## src/hw/rtl/pbrle_pkg.sv

```systemverilog
`timescale 1ns / 1ps
`default_nettype none

package pbrle_pkg;

	localparam int BYTE_W     = 8;
	localparam int BEAT_BYTES = 8;
	localparam int BEAT_W     = BYTE_W * BEAT_BYTES;
	localparam int COUNT_W    = 4;
	// shortest stretch that is sent as a run packet
	localparam int RUN_MIN    = 3;

	typedef logic [BYTE_W-1:0]  byte_t;
	typedef logic [BEAT_W-1:0]  beat_t;
	typedef logic [COUNT_W-1:0] count_t;

endpackage

`default_nettype wire

```

## src/hw/rtl/pbrle_in_if.sv

```systemverilog
`timescale 1ns / 1ps
`default_nettype none

interface pbrle_in_if import pbrle_pkg::*; ();

	logic  valid;
	logic  ready;
	byte_t in_byte;
	logic  row_end;

	modport source (output valid, output in_byte, output row_end, input ready);
	modport sink (input valid, input in_byte, input row_end, output ready);

endinterface

`default_nettype wire

```

## src/hw/rtl/pbrle_out_if.sv

```systemverilog
`timescale 1ns / 1ps
`default_nettype none

interface pbrle_out_if import pbrle_pkg::*; ();

	logic   valid;
	logic   ready;
	beat_t  out_bytes;
	count_t out_count;
	logic   row_done;

	modport source (output valid, output out_bytes, output out_count, output row_done,
		input ready);
	modport sink (input valid, input out_bytes, input out_count, input row_done,
		output ready);

endinterface

`default_nettype wire

```

## src/hw/rtl/packbits_run_length_encoder.sv

```systemverilog
// steps: a byte that closes nothing is accepted, then decided; a short stretch adds an add
//   step per joined byte plus a re-decide; a packet sends its header, then its run byte or data
// flow: a byte is taken only in idle, once the last is through; a step with output ends in a
//   done step for its last word; byte pushes stall while a full word waits on the receiver
// reset: arst_n clears counts, sequencer, byte packer and output word; the literal store
//   is not cleared and is only read below the literal count
`timescale 1ns / 1ps
`default_nettype none

module packbits_run_length_encoder import pbrle_pkg::*; #(
	parameter int MAX_PACKET = 128
) (
	input  wire          clk,
	input  wire          arst_n,
	pbrle_in_if.sink     raw,
	pbrle_out_if.source  enc
);

	localparam int CW = $clog2(MAX_PACKET + 1);   // counts up to MAX_PACKET
	localparam int AW = $clog2(MAX_PACKET);       // literal store address

	// sequencer states
	localparam logic [2:0] S_IDLE    = 3'd0;
	localparam logic [2:0] S_DECIDE  = 3'd1;
	localparam logic [2:0] S_ADD     = 3'd2;
	localparam logic [2:0] S_LIT_HDR = 3'd3;
	localparam logic [2:0] S_LIT_DAT = 3'd4;
	localparam logic [2:0] S_RUN_HDR = 3'd5;
	localparam logic [2:0] S_RUN_BYT = 3'd6;
	localparam logic [2:0] S_DONE    = 3'd7;

	// literal store: one write port (add), one registered read port (flush)
	byte_t mem [MAX_PACKET];

	logic [2:0]    state_q;
	logic [CW-1:0] lc_q;        // literal count
	logic [CW-1:0] rc_q;        // pending stretch length
	byte_t         rb_q;        // pending stretch byte
	byte_t         x_q;         // current input byte
	logic          end_q;       // current input closes the row
	logic          ext_q;       // current byte already merged into the stretch
	logic [CW-1:0] idx_q;       // flush read pointer
	byte_t         rdata_s1;    // literal byte read from the store
	logic          rvalid_s1;

	// byte packer and output word
	beat_t         acc_q;
	count_t        acc_n_q;
	logic          out_valid_q;
	beat_t         out_bytes_q;
	count_t        out_count_q;
	logic          out_done_q;

	logic          out_free;
	logic          push_req;
	byte_t         push_byte;
	logic          push_ok;
	logic          do_push;
	logic          acc_full;
	logic          rd_issue;
	logic          lit_last;

	// decide-step values
	logic          c0;
	logic [CW-1:0] rc_n;
	logic [CW-1:0] close_rc;
	logic [2:0]    close_state;
	logic [2:0]    decide_next;

	assign raw.ready     = (state_q == S_IDLE);
	assign enc.valid     = out_valid_q;
	assign enc.out_bytes = out_bytes_q;
	assign enc.out_count = out_count_q;
	assign enc.row_done  = out_done_q;

	assign out_free = !out_valid_q || enc.ready;
	assign acc_full = (acc_n_q == count_t'(BEAT_BYTES));
	assign push_ok  = !acc_full || out_free;
	assign do_push  = push_req && push_ok;

	// flush reads run one ahead of the push; hold while the pushed byte stalls
	assign rd_issue = (state_q == S_LIT_DAT) && (idx_q != lc_q) && (!rvalid_s1 || push_ok);
	assign lit_last = (idx_q == lc_q) && (!rvalid_s1 || push_ok);

	// byte source for the packer
	always_comb begin
		push_req  = 1'b0;
		push_byte = '0;
		case (state_q)
			S_LIT_HDR: begin
				push_req  = 1'b1;
				push_byte = byte_t'(lc_q - CW'(1));
			end
			S_LIT_DAT: begin
				push_req  = rvalid_s1;
				push_byte = rdata_s1;
			end
			S_RUN_HDR: begin
				// header is 1 - length, modulo 256
				push_req  = 1'b1;
				push_byte = byte_t'(1) - byte_t'(rc_q);
			end
			S_RUN_BYT: begin
				push_req  = 1'b1;
				push_byte = rb_q;
			end
			default: begin
				push_req  = 1'b0;
				push_byte = '0;
			end
		endcase
	end

	// decide: stretch break on a new byte, then merge, long stretch, row end
	always_comb begin
		c0 = !ext_q && (rc_q != '0) && (x_q != rb_q);
		if (ext_q) begin
			rc_n = rc_q;
		end else if (rc_q == '0) begin
			rc_n = CW'(1);
		end else begin
			rc_n = rc_q + CW'(1);
		end
		close_rc = c0 ? rc_q : rc_n;
		// a run first flushes the literals; a short stretch joins them
		if (close_rc >= CW'(RUN_MIN)) begin
			close_state = (lc_q != '0) ? S_LIT_HDR : S_RUN_HDR;
		end else begin
			close_state = S_ADD;
		end
		decide_next = S_IDLE;
		if (c0) begin
			decide_next = close_state;
		end else if (rc_n >= CW'(MAX_PACKET)) begin
			decide_next = close_state;
		end else if (end_q && (rc_n != '0)) begin
			decide_next = close_state;
		end else if (end_q && (lc_q != '0)) begin
			decide_next = S_LIT_HDR;
		end else if (acc_n_q != '0) begin
			decide_next = S_DONE;
		end else begin
			decide_next = S_IDLE;
		end
	end

	// literal store access
	always_ff @(posedge clk) begin
		if (state_q == S_ADD) begin
			mem[lc_q[AW-1:0]] <= rb_q;
		end
		if (rd_issue) begin
			rdata_s1 <= mem[idx_q[AW-1:0]];
		end
	end

	// sequencer
	always_ff @(posedge clk or negedge arst_n) begin
		if (!arst_n) begin
			state_q   <= S_IDLE;
			lc_q      <= '0;
			rc_q      <= '0;
			rb_q      <= '0;
			x_q       <= '0;
			end_q     <= 1'b0;
			ext_q     <= 1'b0;
			idx_q     <= '0;
			rvalid_s1 <= 1'b0;
		end else begin
			case (state_q)
				S_IDLE: begin
					if (raw.valid) begin
						x_q     <= raw.in_byte;
						end_q   <= raw.row_end;
						ext_q   <= 1'b0;
						state_q <= S_DECIDE;
					end
				end
				S_DECIDE: begin
					if (!c0) begin
						rc_q  <= rc_n;
						ext_q <= 1'b1;
						if (!ext_q) begin
							rb_q <= x_q;
						end
					end
					state_q <= decide_next;
				end
				S_ADD: begin
					lc_q <= lc_q + CW'(1);
					rc_q <= rc_q - CW'(1);
					if (lc_q == CW'(MAX_PACKET - 1)) begin
						state_q <= S_LIT_HDR;
					end else if (rc_q == CW'(1)) begin
						state_q <= S_DECIDE;
					end
				end
				S_LIT_HDR: begin
					if (do_push) begin
						idx_q     <= '0;
						rvalid_s1 <= 1'b0;
						state_q   <= S_LIT_DAT;
					end
				end
				S_LIT_DAT: begin
					if (rd_issue) begin
						idx_q     <= idx_q + CW'(1);
						rvalid_s1 <= 1'b1;
					end else if (do_push) begin
						rvalid_s1 <= 1'b0;
					end
					if (lit_last) begin
						lc_q    <= '0;
						state_q <= S_DECIDE;
					end
				end
				S_RUN_HDR: begin
					if (do_push) begin
						state_q <= S_RUN_BYT;
					end
				end
				S_RUN_BYT: begin
					if (do_push) begin
						rc_q    <= '0;
						state_q <= S_DECIDE;
					end
				end
				S_DONE: begin
					if (out_free) begin
						state_q <= S_IDLE;
					end
				end
				default: begin
					state_q <= S_IDLE;
				end
			endcase
		end
	end

	// packer: a full word goes out only when the next byte arrives, so the
	// step's last word always leaves from the done state with the row flag
	always_ff @(posedge clk or negedge arst_n) begin
		if (!arst_n) begin
			acc_q       <= '0;
			acc_n_q     <= '0;
			out_valid_q <= 1'b0;
			out_bytes_q <= '0;
			out_count_q <= '0;
			out_done_q  <= 1'b0;
		end else begin
			if (do_push) begin
				if (acc_full) begin
					out_valid_q <= 1'b1;
					out_bytes_q <= acc_q;
					out_count_q <= acc_n_q;
					out_done_q  <= 1'b0;
					acc_q       <= beat_t'(push_byte);
					acc_n_q     <= count_t'(1);
				end else begin
					acc_q[{acc_n_q[2:0], 3'b000} +: BYTE_W] <= push_byte;
					acc_n_q <= acc_n_q + count_t'(1);
					if (enc.ready) begin
						out_valid_q <= 1'b0;
					end
				end
			end else if ((state_q == S_DONE) && out_free) begin
				out_valid_q <= 1'b1;
				out_bytes_q <= acc_q;
				out_count_q <= acc_n_q;
				out_done_q  <= end_q;
				acc_q       <= '0;
				acc_n_q     <= '0;
			end else if (enc.ready) begin
				out_valid_q <= 1'b0;
			end
		end
	end

`ifndef ASSERT_OFF
	// between items no stretch or literal buffer is left full
	a_idle_counts: assert property (@(posedge clk) disable iff (!arst_n)
		(state_q == S_IDLE) |-> (lc_q < CW'(MAX_PACKET)) && (rc_q < CW'(MAX_PACKET)))
		else $error("count reached packet limit between items");

	// the packer never holds more than one word
	a_acc_bound: assert property (@(posedge clk) disable iff (!arst_n)
		acc_n_q <= count_t'(BEAT_BYTES))
		else $error("packer overfilled");

	// flush reads stay inside the filled part of the store
	a_flush_range: assert property (@(posedge clk) disable iff (!arst_n)
		(state_q == S_LIT_DAT) |-> (idx_q <= lc_q))
		else $error("flush read past literal count");

	// an accepted byte is decided on the next cycle
	a_accept_decide: assert property (@(posedge clk) disable iff (!arst_n)
		(raw.valid && raw.ready) |=> (state_q == S_DECIDE))
		else $error("accepted byte not decided");
`endif

endmodule

`default_nettype wire
```

## src/flat_wrapper.sv

```systemverilog
// flat-port wrapper written by rule: the top's interface ports become plain ports
module packbits_run_length_encoder_flat import pbrle_pkg::*;
#(
	parameter int MAX_PACKET = 128
)
  (clk, arst_n, raw_valid, raw_in_byte, raw_row_end, raw_ready, enc_valid, enc_out_bytes, enc_out_count, enc_row_done, enc_ready);
  pbrle_in_if raw_i ();
  pbrle_out_if enc_i ();
  input  wire clk;
  input  wire arst_n;
  input wire logic [$bits(raw_i.valid)-1:0] raw_valid;
  input wire logic [$bits(raw_i.in_byte)-1:0] raw_in_byte;
  input wire logic [$bits(raw_i.row_end)-1:0] raw_row_end;
  output wire logic [$bits(raw_i.ready)-1:0] raw_ready;
  output wire logic [$bits(enc_i.valid)-1:0] enc_valid;
  output wire logic [$bits(enc_i.out_bytes)-1:0] enc_out_bytes;
  output wire logic [$bits(enc_i.out_count)-1:0] enc_out_count;
  output wire logic [$bits(enc_i.row_done)-1:0] enc_row_done;
  input wire logic [$bits(enc_i.ready)-1:0] enc_ready;
  assign raw_i.valid = raw_valid;
  assign raw_i.in_byte = raw_in_byte;
  assign raw_i.row_end = raw_row_end;
  assign raw_ready = raw_i.ready;
  assign enc_valid = enc_i.valid;
  assign enc_out_bytes = enc_i.out_bytes;
  assign enc_out_count = enc_i.out_count;
  assign enc_row_done = enc_i.row_done;
  assign enc_i.ready = enc_ready;
  packbits_run_length_encoder #(.MAX_PACKET(MAX_PACKET)) u_core (.clk(clk), .arst_n(arst_n), .raw(raw_i), .enc(enc_i));
endmodule
```

## config.mk

```make
export PLATFORM = sky130hd
export DESIGN_NAME = packbits_run_length_encoder_flat
export DESIGN_NICKNAME = d
export VERILOG_FILES = /design/src/hw/rtl/pbrle_pkg.sv /design/src/hw/rtl/pbrle_in_if.sv /design/src/hw/rtl/pbrle_out_if.sv /design/src/hw/rtl/packbits_run_length_encoder.sv /design/src/flat_wrapper.sv
export SDC_FILE = /design/constraint.sdc
export NUM_CORES = 1
export LEC_CHECK = 0
export BUFFER_PORTS_ARGS = -buffer_cell sky130_fd_sc_hd__clkbuf_2
export CORE_ASPECT_RATIO = 1.4
export CORE_MARGIN = 2
export CORE_UTILIZATION = 40
export DETAILED_ROUTE_END_ITERATION = 12
export HOLD_SLACK_MARGIN = 0.08
export PLACE_DENSITY = 0.58
export SYNTH_ARGS = -nofsm -noshare
export SYNTH_HDL_FRONTEND = slang
export SYNTH_SLANG_ARGS = --single-unit
```

## constraint.sdc

```tcl
create_clock -name clk -period 6.8 [get_ports clk]
set_clock_uncertainty 0.1 [all_clocks]
set_input_delay 0 -clock clk [delete_from_list [all_inputs] [get_ports clk]]
set_output_delay 0 -clock clk [all_outputs]
set_load 0.1 [all_outputs]
```

==> results, run 1 <==
- The flow ran to the end, and the final reports show no timing, DRC or antenna violations.
- Of the total synthesized cell area, the portion taken by full adders, half adders and majority gates is 0.00336.
- In the global route stage, overall resource usage came out at 0.185.
- Setup violations remaining at the end of the flow were counted as 0.
- STA classifies the critical path startpoint as a flip-flop.
- In this run the most critical hold path is launched from raw_valid.
- Global routing finished with a remaining overflow of 0.
- In the finished design, the share of the clock period the worst path needs comes to 0.640.
- TritonCTS built the clock tree.
- Clock tree synthesis selected as its root buffer the cell clkbuf_16.
- In the layout the commonest cells are edfxtp_1, mux4_2, nor2_1.
- After detailed routing, the number of vias per cell comes to 5.59.
- The share of flip-flops with an asynchronous set or reset after synthesis is 0.151.
- The sequential-to-total area share from yosys stat is 0.735.
- The total area inside the core boundary comes to 0.121 mm².
- For this configuration, the core starts out at a cell density of 0.402.
- The number of distinct library cell variants in the gate-level netlist after synthesis is 60.
- STA classifies the critical path endpoint as a flip-flop.
- The number of sinks on the clock net is 1216.
- The tightest hold path in the finished design has a slack of 0.320 ns.
- The number of input and output port buffers inserted is 83.
- In this run, the number of DRC markers left after iteration 0 of detailed routing was 1932.
- The synthesis-to-layout area growth is 13.0%.
- The leakage power is 0.0178 µW.
- In the final layout, the share of cells above drive strength 1 is 0.270.
- The capture endpoint of the worst hold path is u_core.state_q[0].
- The total standard cell area after synthesis is 0.0485 mm².
- The capture point of the worst reg-to-reg path is u_core.mem[99][4].
- Of the total synthesized cell area, the portion taken by XOR and XNOR cells is 0.00669.
- In this run the horizontal extent of the chip is 298 µm.
- The quantity of gates resized following cts is 0.
- The number of buffers created by CTS is 109.
- The main flop type after synthesis is edfxtp_1.
- The die height is 416 µm.
- The largest net degree at the start of global routing is 136.
- Across all register-to-register paths, the minimum setup slack is 2.45 ns.
- The portion of synthesized area spent on multiplexers is 0.177.
- Dividing total power by cell area gives a power density of 415 mW/mm².
- Once placement finished, the instance area stood at 0.0506 mm².
- The Yosys step of the flow raised 0 warnings.
- The routed layout has 23800 vias.
- The number of global-route vias before repair is 25100.
- The count of unresolved DRC violations after routing is 0.
- Across the run, the number of max-cap violations was 0.
- Measured in cells, the most critical reg-to-reg path has a length of 7.
- The final weighted congestion of routability-driven global placement is 0.844.
- The library cell used most frequently in the layout, excluding fill and tap cells, is edfxtp_1.
- The number of hold buffers added after cts is 33.
- The worst max-slew margin expressed relative to the limit is 0.169.
- The average detailed-routed wire length per instance is 26.8 µm.
- The arrival time of data at the critical path endpoint is 4.58 ns.
- Once layout is complete, the utilization of the core stands at 0.454.
- The clock latency at the later pin of the worst-skew pair is 0.71 ns.
- The routed design has 114 mm of wire.
- The number of core rows is 151.
- The die area is 0.124 mm².
- Counting flops and latches in the post-synthesis netlist gives 1216.
- For the pin with the worst max-slew slack, the measured transition is 1.24 ns.
- The worst hold path was traced through 7 stages.
- The simple logic cell fraction of the synthesized area is 0.0347.
- The hold violation count in the final report is 0.
- The repair_antennas step left the layout with diodes totalling 0.
- The clock period minus worst slack is 4.35 ns.
- The worst endpoint required time is 7.03 ns.
- Of all nets on the critical path, the largest fanout is 19.
- The wire length of the first global-routing pass is 170 mm.
- The number of ports placed on the die boundary is 84.
- The count of nets left with antenna violations once routing finished came out at 0.
- The net count of the finished layout is 2580.
- The area fraction in compound gates after synthesis came to 0.0302.
- The number of antenna violations at the first check in global routing is 0.
- The peak ir drop on the vdd network is 0.286 mV.
- The net count after synthesis is 2458.
- The H-tree was split into 3 levels.
- The total count of max-transition violations in the final report came to 0.
- The final instance area is 0.0548 mm².
- The critical setup path kind is reg -> reg.
- Setup repair after global routing left no endpoint under its margin.
- The post-CTS repair timing setup buffer count is 0.
- The half-perimeter wire length after placement is 70.5 mm.
- Clock-pin slew was measured on the worst setup and hold paths at 0.07 ns.
- Derived from the worst setup path, the maximum achievable clock frequency is 230 MHz.
- By area, the combinational part of the netlist is dominated by multiplexers.
- The first detailed-routing pass ran for 6 iterations.
- The buffer depth of the longest clock path is 3.
- The classification of the worst-slack hold path is in -> reg.
- The average instance in the mapped netlist occupies 19.9 µm².
- In the final timing run, aggregate negative setup slack is 0 ns.
- The worst register-to-register path begins at u_core.state_q[1].
- Counting flops with a built-in enable in the synthesized netlist gives 1032.
- The synthesized instance count is 2432.
## worst max path at each step
stage | from | to | slack (ns) | cells past startpoint
after floorplan | u_core.state_q[1] | u_core.state_q[1] | 2.73 | 6
after detailed placement | u_core.state_q[1] | u_core.mem[106][7] | 2.55 | 7
after CTS | u_core.state_q[1] | u_core.mem[106][5] | 2.54 | 7
after global routing | u_core.state_q[1] | u_core.mem[2][2] | 2.24 | 7
final | u_core.state_q[1] | u_core.mem[99][4] | 2.45 | 7
after global placement | u_core.state_q[1] | u_core.mem[106][4] | 2.62 | 7
## synthesized netlist by cell type, types with 11 or more instances
cell type | count | area, µm²
xnor2_1 | 24 | 210
a22oi_1 | 11 | 82.6
o2bb2ai_1 | 14 | 123
dfrtp_1 | 184 | 4600
nand4_1 | 15 | 93.8
mux4_2 | 328 | 7390
xor2_1 | 13 | 114
a21oi_1 | 25 | 125
nor2_1 | 182 | 683
o21ai_0 | 40 | 200
a22o_1 | 52 | 455
buf_2 | 31 | 155
clkbuf_1 | 86 | 323
edfxtp_1 | 1032 | 31000
nand3_1 | 21 | 105
mux2_2 | 83 | 935
nor3_1 | 15 | 75.1
ha_1 | 13 | 163
inv_1 | 17 | 63.8
mux2i_1 | 24 | 240
and2_1 | 13 | 81.3
nand2_1 | 75 | 282
## critical path, stage by stage, from the launching register on
cell	delay, ns
dfrtp_1	0.84
inv_1	0.27
nor2_1	0.71
nand2_1	0.49
nor2_1	0.32
nand3_1	0.11
buf_4	0.30
nor2_1	0.82
## layer usage
metal | up-vias | routed length (µm) | GRT usage
met5 | - | 0 | 0
met4 | 0 | 2570 | 0.0506
met3 | 143 | 5650 | 0.0266
met2 | 728 | 61500 | 0.337
met1 | 12700 | 44200 | 0.228
li1 | 10200 | - | -
## flip-flops by register name (all words and copies together), names as in the netlist, 8 cells and up
signal and count:
u_core.rc_q 8, u_core.acc_q 64, u_core.rb_q 8, u_core.rdata_s1 8, u_core.mem 1024, u_core.enc.out_bytes 64, u_core.lc_q 8, u_core.x_q 8
u_core.idx_q 8
## kinds of logic after synthesis
kind of cell | Yosys count
DFF | 1216
muxes | 435
and+or+nand+nor | 371
AOI/OAI and AO/OA | 207
buffers and inverters | 153
xor gates and xnor gates | 37
adders and majority gates | 13
## report_power, final
group	internal, µW	total [µW]	switching, µW
clock network	3770	6510	2740
registers	9290	10200	895
logic	2380	6040	3660
total	15400	22700	7300
## final cells by class
class,count,area [µm²]
Clock buffer,130,2860
Clock inverter,69,913
Fill cell,10200,65800
Inverter,19,71.3
Multi-Input combinational cell,1063,12200
Sequential cell,1216,35600
Tap cell,1606,2010
Timing Repair Buffer,145,1060
## metrics by stage
step	std cells	setup WS [ns]	total power, µW
after floorplan	2432	2.73	14300
after global placement	4016	2.62	16300
after detailed placement	4016	2.55	16400
after CTS	4248	2.54	23000
after global routing	4248	2.24	23600
final	4248	2.45	22700
Power figures use the tool's default switching activity.
==> run 2, diff against run 1 <==
Clock period 6.8 ns to 4.6 ns, I/O delays scaled along.
==> run 2 against run 1 <==
Clock power up 40%. Largest power group unchanged. Setup slack got worse by 1.5 ns. Register-to-register slack worse by 1.5 ns. Global-route usage grew 0.54 points. Highest routed layer unchanged. Die area did not move. Non-clock buffer count up 54. Wire length grew 3.2%. Total power is 47% higher.
==> results, run 2 (synthesis gave the netlist of run 1 again) <==
- The die area is 0.124 mm² (unchanged).
- The switching power of the nets is 10800 µW (was 7300 µW).
- The number of global-route vias before repair is 25000 (was 25100).
- The arrival time of data at the critical path endpoint was 3.85 ns (was 4.58 ns).
- The capture point of the worst reg-to-reg path is u_core.mem[50][1] (was u_core.mem[99][4]).
- The area of the core region is 0.121 mm² (unchanged).
- The number of design-rule violations left by the first detailed-router iteration was 1818 (was 1932).
- The clock period minus worst slack is 3.61 ns (was 4.35 ns).
- List of cells traversed by the critical path: inv_1 > nor2_1 > buf_4 > nand2_1 > nor2_1 > nand3_1 > buf_4 > nor2_1 (was inv_1 > nor2_1 > nand2_1 > nor2_1 > nand3_1 > buf_4 > nor2_1).
- The most frequent cell on the critical path is nor2_1 (unchanged).
- The element type at the critical path start was a flip-flop (unchanged).
- The TritonCTS clock tree is built (unchanged).
- The number of vias per cell after detailed routing is 5.61 (was 5.59).
- The number of sinks on the clock net was 1216 (unchanged).
- The most common cell after layout, fill and taps aside is edfxtp_1 (unchanged).
- The buffer depth of the longest clock path is 3 (unchanged).
- The wire length of the first global-routing pass is 173 mm (was 170 mm).
- Commonest cells after routing, fill and taps aside: edfxtp_1, mux4_2, nor2_1 (unchanged).
- The die height came to 416 µm (unchanged).
- The net count of the finished layout is 2636 (was 2580).
- Outcome: completed (unchanged).
- The actual slew at the worst max-slew pin is 1.23 ns (was 1.24 ns).
- The number of antenna violations at the first check in global routing is 0 (unchanged).
- The final instance count without filler cells came to 4307 (was 4248).
- The fraction of layout instances using a drive strength above 1 came to 0.281 (was 0.270).
- The leakage power is 0.0180 µW (was 0.0178 µW).
- The worst slack after detailed placement was 1.02 ns (was 2.55 ns).
- The global route total overflow is 0 (unchanged).
- The final-report setup violation count came to 0 (unchanged).
- The number of cells on the worst reg-to-reg path is 8 (was 7).
- The final weighted congestion of routability-driven global placement is 0.838 (was 0.844).
- The half-perimeter wire length after placement is 73.5 mm (was 70.5 mm).
- The synthesis-to-layout area growth was 13.5% (was 13.0%).
- The detailed-routing iteration count for the pre-antenna-repair pass came to 6 (unchanged).
- The buffer type at the clock tree root is clkbuf_16 (unchanged).
- The register clock-pin slew on the reported worst setup and hold paths is 0.07 ns (about the same).
- The startpoint of the most critical register-to-register path is u_core.state_q[1] (unchanged).
- The flip-flop count of the largest register after layout is 1024 (unchanged).
- The worst-case register-to-register setup slack is 0.99 ns (was 2.45 ns).
- The number of buffers created by CTS came to 111 (was 109).
- The worst max-slew margin expressed relative to the limit is 0.173 (was 0.169).
- The share of power burned in registers came to 0.439 (was 0.448).
- The total cell area at the placement stage is 0.0511 mm² (was 0.0506 mm²).
- The effective utilization at floorplan came to 0.402 (unchanged).
- The number of ports placed on the die boundary is 84 (unchanged).
- The total negative setup slack is 0 ns (unchanged).
- The hold violation count in the final report was 0 (unchanged).
- The critical setup path kind is reg -> reg (unchanged).
- The maximum fanout along the worst path is 19 (unchanged).
- The net switching fraction of the power was 0.326 (was 0.321).
- The startpoint of the lowest-slack hold path is raw_valid (unchanged).
- The total routed wirelength is 117 mm (was 114 mm).
- Unrepaired setup endpoints after global routing: no (unchanged).
- The total vias in the final route was 24200 (was 23800).
- The maximum clock frequency is 277 MHz (was 230 MHz).
- The internal power is 22500 µW (was 15400 µW).
- The clock latency at the later pin of the worst-skew pair is 0.73 ns (was 0.71 ns).
- The die outline width is 298 µm (unchanged).
- The total power divided by cell area is 606 mW/mm² (was 415 mW/mm²).
- The max-capacitance violation count is 0 (unchanged).
- The final-layout fill cell count was 10200 (about the same).
- The post-detailed-route count of antenna-violating nets was 0 (unchanged).
- The worst endpoint required time is 4.84 ns (was 7.03 ns).
- The relative contribution of combinational cells to total power is 0.287 (was 0.266).
- The capture endpoint of the worst hold path is u_core.state_q[0] (unchanged).
- The number of antenna cells inserted came to 0 (unchanged).
- The highest-delay cell along the critical path is dfrtp_1 (unchanged).
- The kind of capture point of the worst setup path is a flip-flop (unchanged).
- The post-route worst setup slack is 0.986 ns (was 2.45 ns).
- The largest net degree at the start of global routing was 167 (was 136).
- The average detailed-routed wire length per instance is 27.3 µm (was 26.8 µm).
- The classification of the worst-slack hold path is in -> reg (unchanged).
- The global-route usage over all layers was 0.190 (was 0.185).
- The final instance area came to 0.0550 mm² (was 0.0548 mm²).
- The post-CTS repair timing setup buffer count came to 0 (unchanged).
- The level count of the clock H-tree was 3 (unchanged).
- The highest cell delay on the worst timing path is 0.81 ns (was 0.84 ns).
- The peak ir drop on the vdd network came to 0.433 mV (was 0.286 mV).
- The cell count after placement is 4071 (was 4016).
- The number of core rows is 151 (unchanged).
- The total count of max-transition violations in the final report is 0 (unchanged).
- The instance count along the most critical hold path came to 7 (unchanged).
- The count of unresolved DRC violations after routing is 0 (unchanged).
- The number of input and output port buffers inserted is 83 (unchanged).
- The clock network power share is 0.274 (was 0.286).
- The share of the clock period used by the worst path after layout is 0.786 (was 0.640).
-- run 2: changes by cell type in the layout (fill, tap and decap cells not counted), sizes merged --
| cell | before | now |
|---|---|---|
| bufinv | 20 | 7 |
| clkinv | 33 | 36 |
| inv | 26 | 25 |
| clkbuf | 213 | 233 |
| buf | 30 | 84 |
| clkinvlp | 9 | 5 |
-- run 2: layout make-up --
| cell class | instances | area, µm² | share of cell area |
|---|---|---|---|
| tap | 1606 | 2010 | 0.0365 |
| timing repair buffer | 199 | 1500 | 0.0273 |
| clock buffer | 150 | 3070 | 0.0559 |
| inverter | 19 | 71.3 | 0.00130 |
| sequential | 1216 | 35600 | 0.648 |
| multi-input combinational | 1063 | 12200 | 0.222 |
| clock inverter | 54 | 495 | 0.00901 |
-- run 2: worst max-delay path by stage --
stage,start,endpoint,slack (ns),cells past startpoint
2_1_floorplan,u_core.state_q[1],u_core.state_q[1],0.53,6
3_3_place_gp,u_core.idx_q[0],u_core.rdata_s1[0],1.04,5
3_5_place_dp,u_core.idx_q[0],u_core.rdata_s1[0],1.02,5
4_1_cts,u_core.idx_q[0],u_core.rdata_s1[0],1.0,5
5_1_grt,u_core.state_q[1],u_core.acc_q[21],0.79,7
6_report,u_core.state_q[1],u_core.mem[50][1],0.99,8
-- run 2: what timing repair did --
action | in CTS | in global routing
hold buffers | 32 | 0
gates resized for setup | 0 | 0
endpoints found under the hold margin | 220 | 0
-- run 2: stage by stage --
step	total power, µW	hold WS [ns]	utilization
final	33300	0.312	0.456
after global routing	34600	0.361	0.456
after CTS	33700	0.255	0.456
after detailed placement	24500	-0.231	0.424
after global placement	24300	-0.233	0.424
after floorplan	21200	-0.396	-
-- run 2: power groups by stage --
| stage | Clock (µW) | Combinational [µW] | Sequential [µW] |
|---|---|---|---|
| global route | 9710 | 10200 | 14700 |
| detailed placement | 0 | 9660 | 14800 |
| finish | 9130 | 9580 | 14600 |
| CTS | 9310 | 9760 | 14600 |
| global placement | 0 | 9450 | 14800 |
| floorplan | 0 | 5690 | 15500 |
-- run 2: worst max-delay path: cells and delay by family (launching register included) --
family | cells | cell delay [ns]
flops | 1 | 0.81
simple gates | 5 | 1.53
buf+inv | 3 | 0.76
-- run 2: metal layers --
layer | up-vias | GRT usage | part of all wire
met5 | - | 0 | 0
met4 | 0 | 0.0604 | 0.027
met3 | 172 | 0.0270 | 0.048
met2 | 727 | 0.341 | 0.54
met1 | 13000 | 0.237 | 0.39
li1 | 10300 | - | -
==> run 3, diff against run 2 <==
Settings changed: PLACE_DENSITY 0.58 to 0.6.
Clock period 4.6 ns to 3.14 ns, I/O delays scaled along.
==> run 3 against run 2 <==
Critical endpoint is now u_core.rdata_s1[2]. Sequential share of layout area shrank 2.3 points. Non-clock buffer count grew 209. Largest cell class unchanged. Worst hold slack lost 0.19 ns. Combinational power grew 67%. Via count grew 3.5%. Clock power grew 50%. Flip-flop and latch count is the same. Critical path depth shrank 2. Register-to-register slack lost 0.96 ns.
==> results, run 3 (synthesis gave the netlist of run 1 again) <==
- Outcome: completed (unchanged).
- The share of the clock period used by the worst path after layout is 0.991 (was 0.786).
- The register clock-pin slew on the reported worst setup and hold paths was 0.07 ns (about the same).
- The die area came to 0.124 mm² (unchanged).
- The die outline width is 298 µm (unchanged).
- The TritonCTS clock tree was built (unchanged).
- The number of core rows is 151 (unchanged).
- The final instance count without filler cells is 4514 (was 4307).
- The capture point of the worst reg-to-reg path is u_core.rdata_s1[2] (was u_core.mem[50][1]).
- The final weighted congestion of routability-driven global placement is 0.873 (was 0.838).
- The post-detailed-route count of antenna-violating nets came to 0 (unchanged).
- The largest net degree at the start of global routing was 97 (was 167).
- The final-layout fill cell count is 9984 (was 10200).
- The count of unresolved DRC violations after routing is 0 (unchanged).
- The register area came to 0.0356 mm² (unchanged).
- The number of design-rule violations left by the first detailed-router iteration is 2115 (was 1818).
- The kind of capture point of the worst setup path was a flip-flop (unchanged).
- The number of global-route vias before repair is 26300 (was 25000).
- The buffer type at the clock tree root is clkbuf_16 (unchanged).
- The level count of the clock H-tree is 3 (unchanged).
- The actual slew at the worst max-slew pin came to 1.10 ns (was 1.23 ns).
- The instance count along the most critical hold path is 4 (was 7).
- The worst endpoint required time is 3.52 ns (was 4.84 ns).
- The max-capacitance violation count is 0 (unchanged).
- The number of vias per cell after detailed routing is 5.55 (was 5.61).
- The worst-case register-to-register setup slack is 0.03 ns (was 0.99 ns).
- The global route total overflow was 0 (unchanged).
- The global-route usage over all layers was 0.191 (was 0.190).
- The maximum clock frequency is 321 MHz (was 277 MHz).
- The classification of the worst-slack hold path is in -> reg (unchanged).
- The total routed wirelength was 118 mm (was 117 mm).
- The net count of the finished layout is 2842 (was 2636).
- The startpoint of the lowest-slack hold path is enc_ready (was raw_valid).
- The detailed-routing iteration count for the pre-antenna-repair pass is 6 (unchanged).
- The utilization of the core after routing is 0.473 (was 0.456).
- The flip-flop count of the largest register after layout is 1024 (unchanged).
- The post-layout total power is 50500 µW (was 33300 µW).
- The synthesis-to-layout area growth is 17.7% (was 13.5%).
- The number of buffers created by CTS came to 108 (was 111).
- Unrepaired setup endpoints after global routing: no (unchanged).
- The maximum fanout along the worst path came to 16 (was 19).
- The number of cells on the worst reg-to-reg path is 6 (was 8).
- The effective utilization at floorplan is 0.402 (unchanged).
- The hold violation count in the final report is 0 (unchanged).
- The area of the multi-input gates is 0.0122 mm² (about the same).
- The most common cell after layout, fill and taps aside is edfxtp_1 (unchanged).
- The wire length of the first global-routing pass is 176 mm (was 173 mm).
- The cell count after placement is 4269 (was 4071).
- The worst max-slew margin expressed relative to the limit came to 0.266 (was 0.173).
- The total vias in the final route is 25000 (was 24200).
- The average detailed-routed wire length per instance came to 26.1 µm (was 27.3 µm).
- The peak ir drop on the vdd network came to 0.747 mV (was 0.433 mV).
- The number of antenna violations at the first check in global routing was 0 (unchanged).
- The buffer depth of the longest clock path was 3 (unchanged).
- The total cell area at the placement stage is 0.0528 mm² (was 0.0511 mm²).
- The element type at the critical path start is a flip-flop (unchanged).
- The arrival time of data at the critical path endpoint is 3.49 ns (was 3.85 ns).
- The clock period minus worst slack is 3.11 ns (was 3.61 ns).
- The half-perimeter wire length after placement is 77.8 mm (was 73.5 mm).
- The total negative setup slack is 0 ns (unchanged).
- The total power divided by cell area was 886 mW/mm² (was 606 mW/mm²).
- The fraction of layout instances using a drive strength above 1 is 0.338 (was 0.281).
- Commonest cells after routing, fill and taps aside: edfxtp_1, mux4_2, buf_4 (was edfxtp_1, mux4_2, nor2_1).
- The clock latency at the later pin of the worst-skew pair is 0.72 ns (was 0.73 ns).
- The number of input and output port buffers inserted is 83 (unchanged).
- The capture endpoint of the worst hold path was u_core.enc.valid (was u_core.state_q[0]).
- The die height is 416 µm (unchanged).
- The number of sinks on the clock net is 1216 (unchanged).
- The leakage power is 0.0192 µW (was 0.0180 µW).
- The area of the core region is 0.121 mm² (unchanged).
- The final instance area was 0.0570 mm² (was 0.0550 mm²).
- The startpoint of the most critical register-to-register path is u_core.idx_q[0] (was u_core.state_q[1]).
- The critical setup path kind is reg -> reg (unchanged).
- The final-report setup violation count is 0 (unchanged).
- The total count of max-transition violations in the final report came to 0 (unchanged).
- The number of ports placed on the die boundary is 84 (unchanged).
[run 3: cell count changes in the layout (fill, tap and decap cells not counted), moves of 6 or more]
cell,before,now
clkbuf_1,28,15
buf_4,74,258
bufinv_16,7,15
buf_12,10,26
clkinvlp_4,4,10
clkbuf_8,7,0
[run 3: area by class of cell]
class | instances | share of cell area
Sequential cell | 1216 | 0.625
Tap cell | 1606 | 0.0352
Timing Repair Buffer | 408 | 0.0595
Clock buffer | 125 | 0.0493
Multi-Input combinational cell | 1063 | 0.214
Antenna cell | 1 | 0.0000439
Inverter | 19 | 0.00125
Clock inverter | 76 | 0.0153
[run 3: worst max-delay path by stage]
stage                               start                  to  slack (ns)  cells after the start
after floorplan            u_core.rb_q[2]      u_core.rb_q[2]        0.07                      8
after global placement    u_core.idx_q[0]  u_core.rdata_s1[7]       -0.05                      6
after detailed placement  u_core.idx_q[0]  u_core.rdata_s1[7]       -0.05                      6
after CTS                 u_core.idx_q[0]  u_core.rdata_s1[1]        0.01                      8
after global routing      u_core.idx_q[0]  u_core.rdata_s1[0]       0.002                      6
final                     u_core.idx_q[0]  u_core.rdata_s1[2]        0.03                      6
[run 3: power by group]
group          switching, µW  total, µW  internal, µW
sequential               691      20800         20200
combinational           9590      16000          6390
clock                   6010      13700          7720
[run 3: what timing repair did]
action / 4_1_cts / 5_1_grt
endpoints found under the hold margin: 215 / 0
resized for setup: 6 / 7
endpoints found under the setup margin: 7 / 22
cloned: 1 / 0
buffers inserted: 8 / 2
hold buffers: 32 / 0
[run 3: critical path: stages, from the launching register on]
cell     delay [ns]
dfrtp_4        0.52
buf_12         0.23
buf_12         0.20
mux4_2         0.53
mux4_2         0.50
mux4_2         0.57
o21a_1         0.19
[run 3: layer usage]
| layer | up-vias | routed length, µm | global-route usage |
|---|---|---|---|
| met5 | - | 0 | 0 |
| met4 | 0 | 4810 | 0.0830 |
| li1 | 10700 | - | - |
| met3 | 209 | 5400 | 0.0221 |
| met1 | 13300 | 44700 | 0.231 |
| met2 | 832 | 62600 | 0.344 |
[run 3: through the flow]
stage / setup WS, ns / hold WS (ns)
floorplan: 0.0727 / -0.396
global placement: -0.0525 / 0.00422
detailed placement: -0.0540 / 0.0181
CTS: 0.0108 / 0.0874
global route: 0.00161 / 0.137
finish: 0.0291 / 0.124
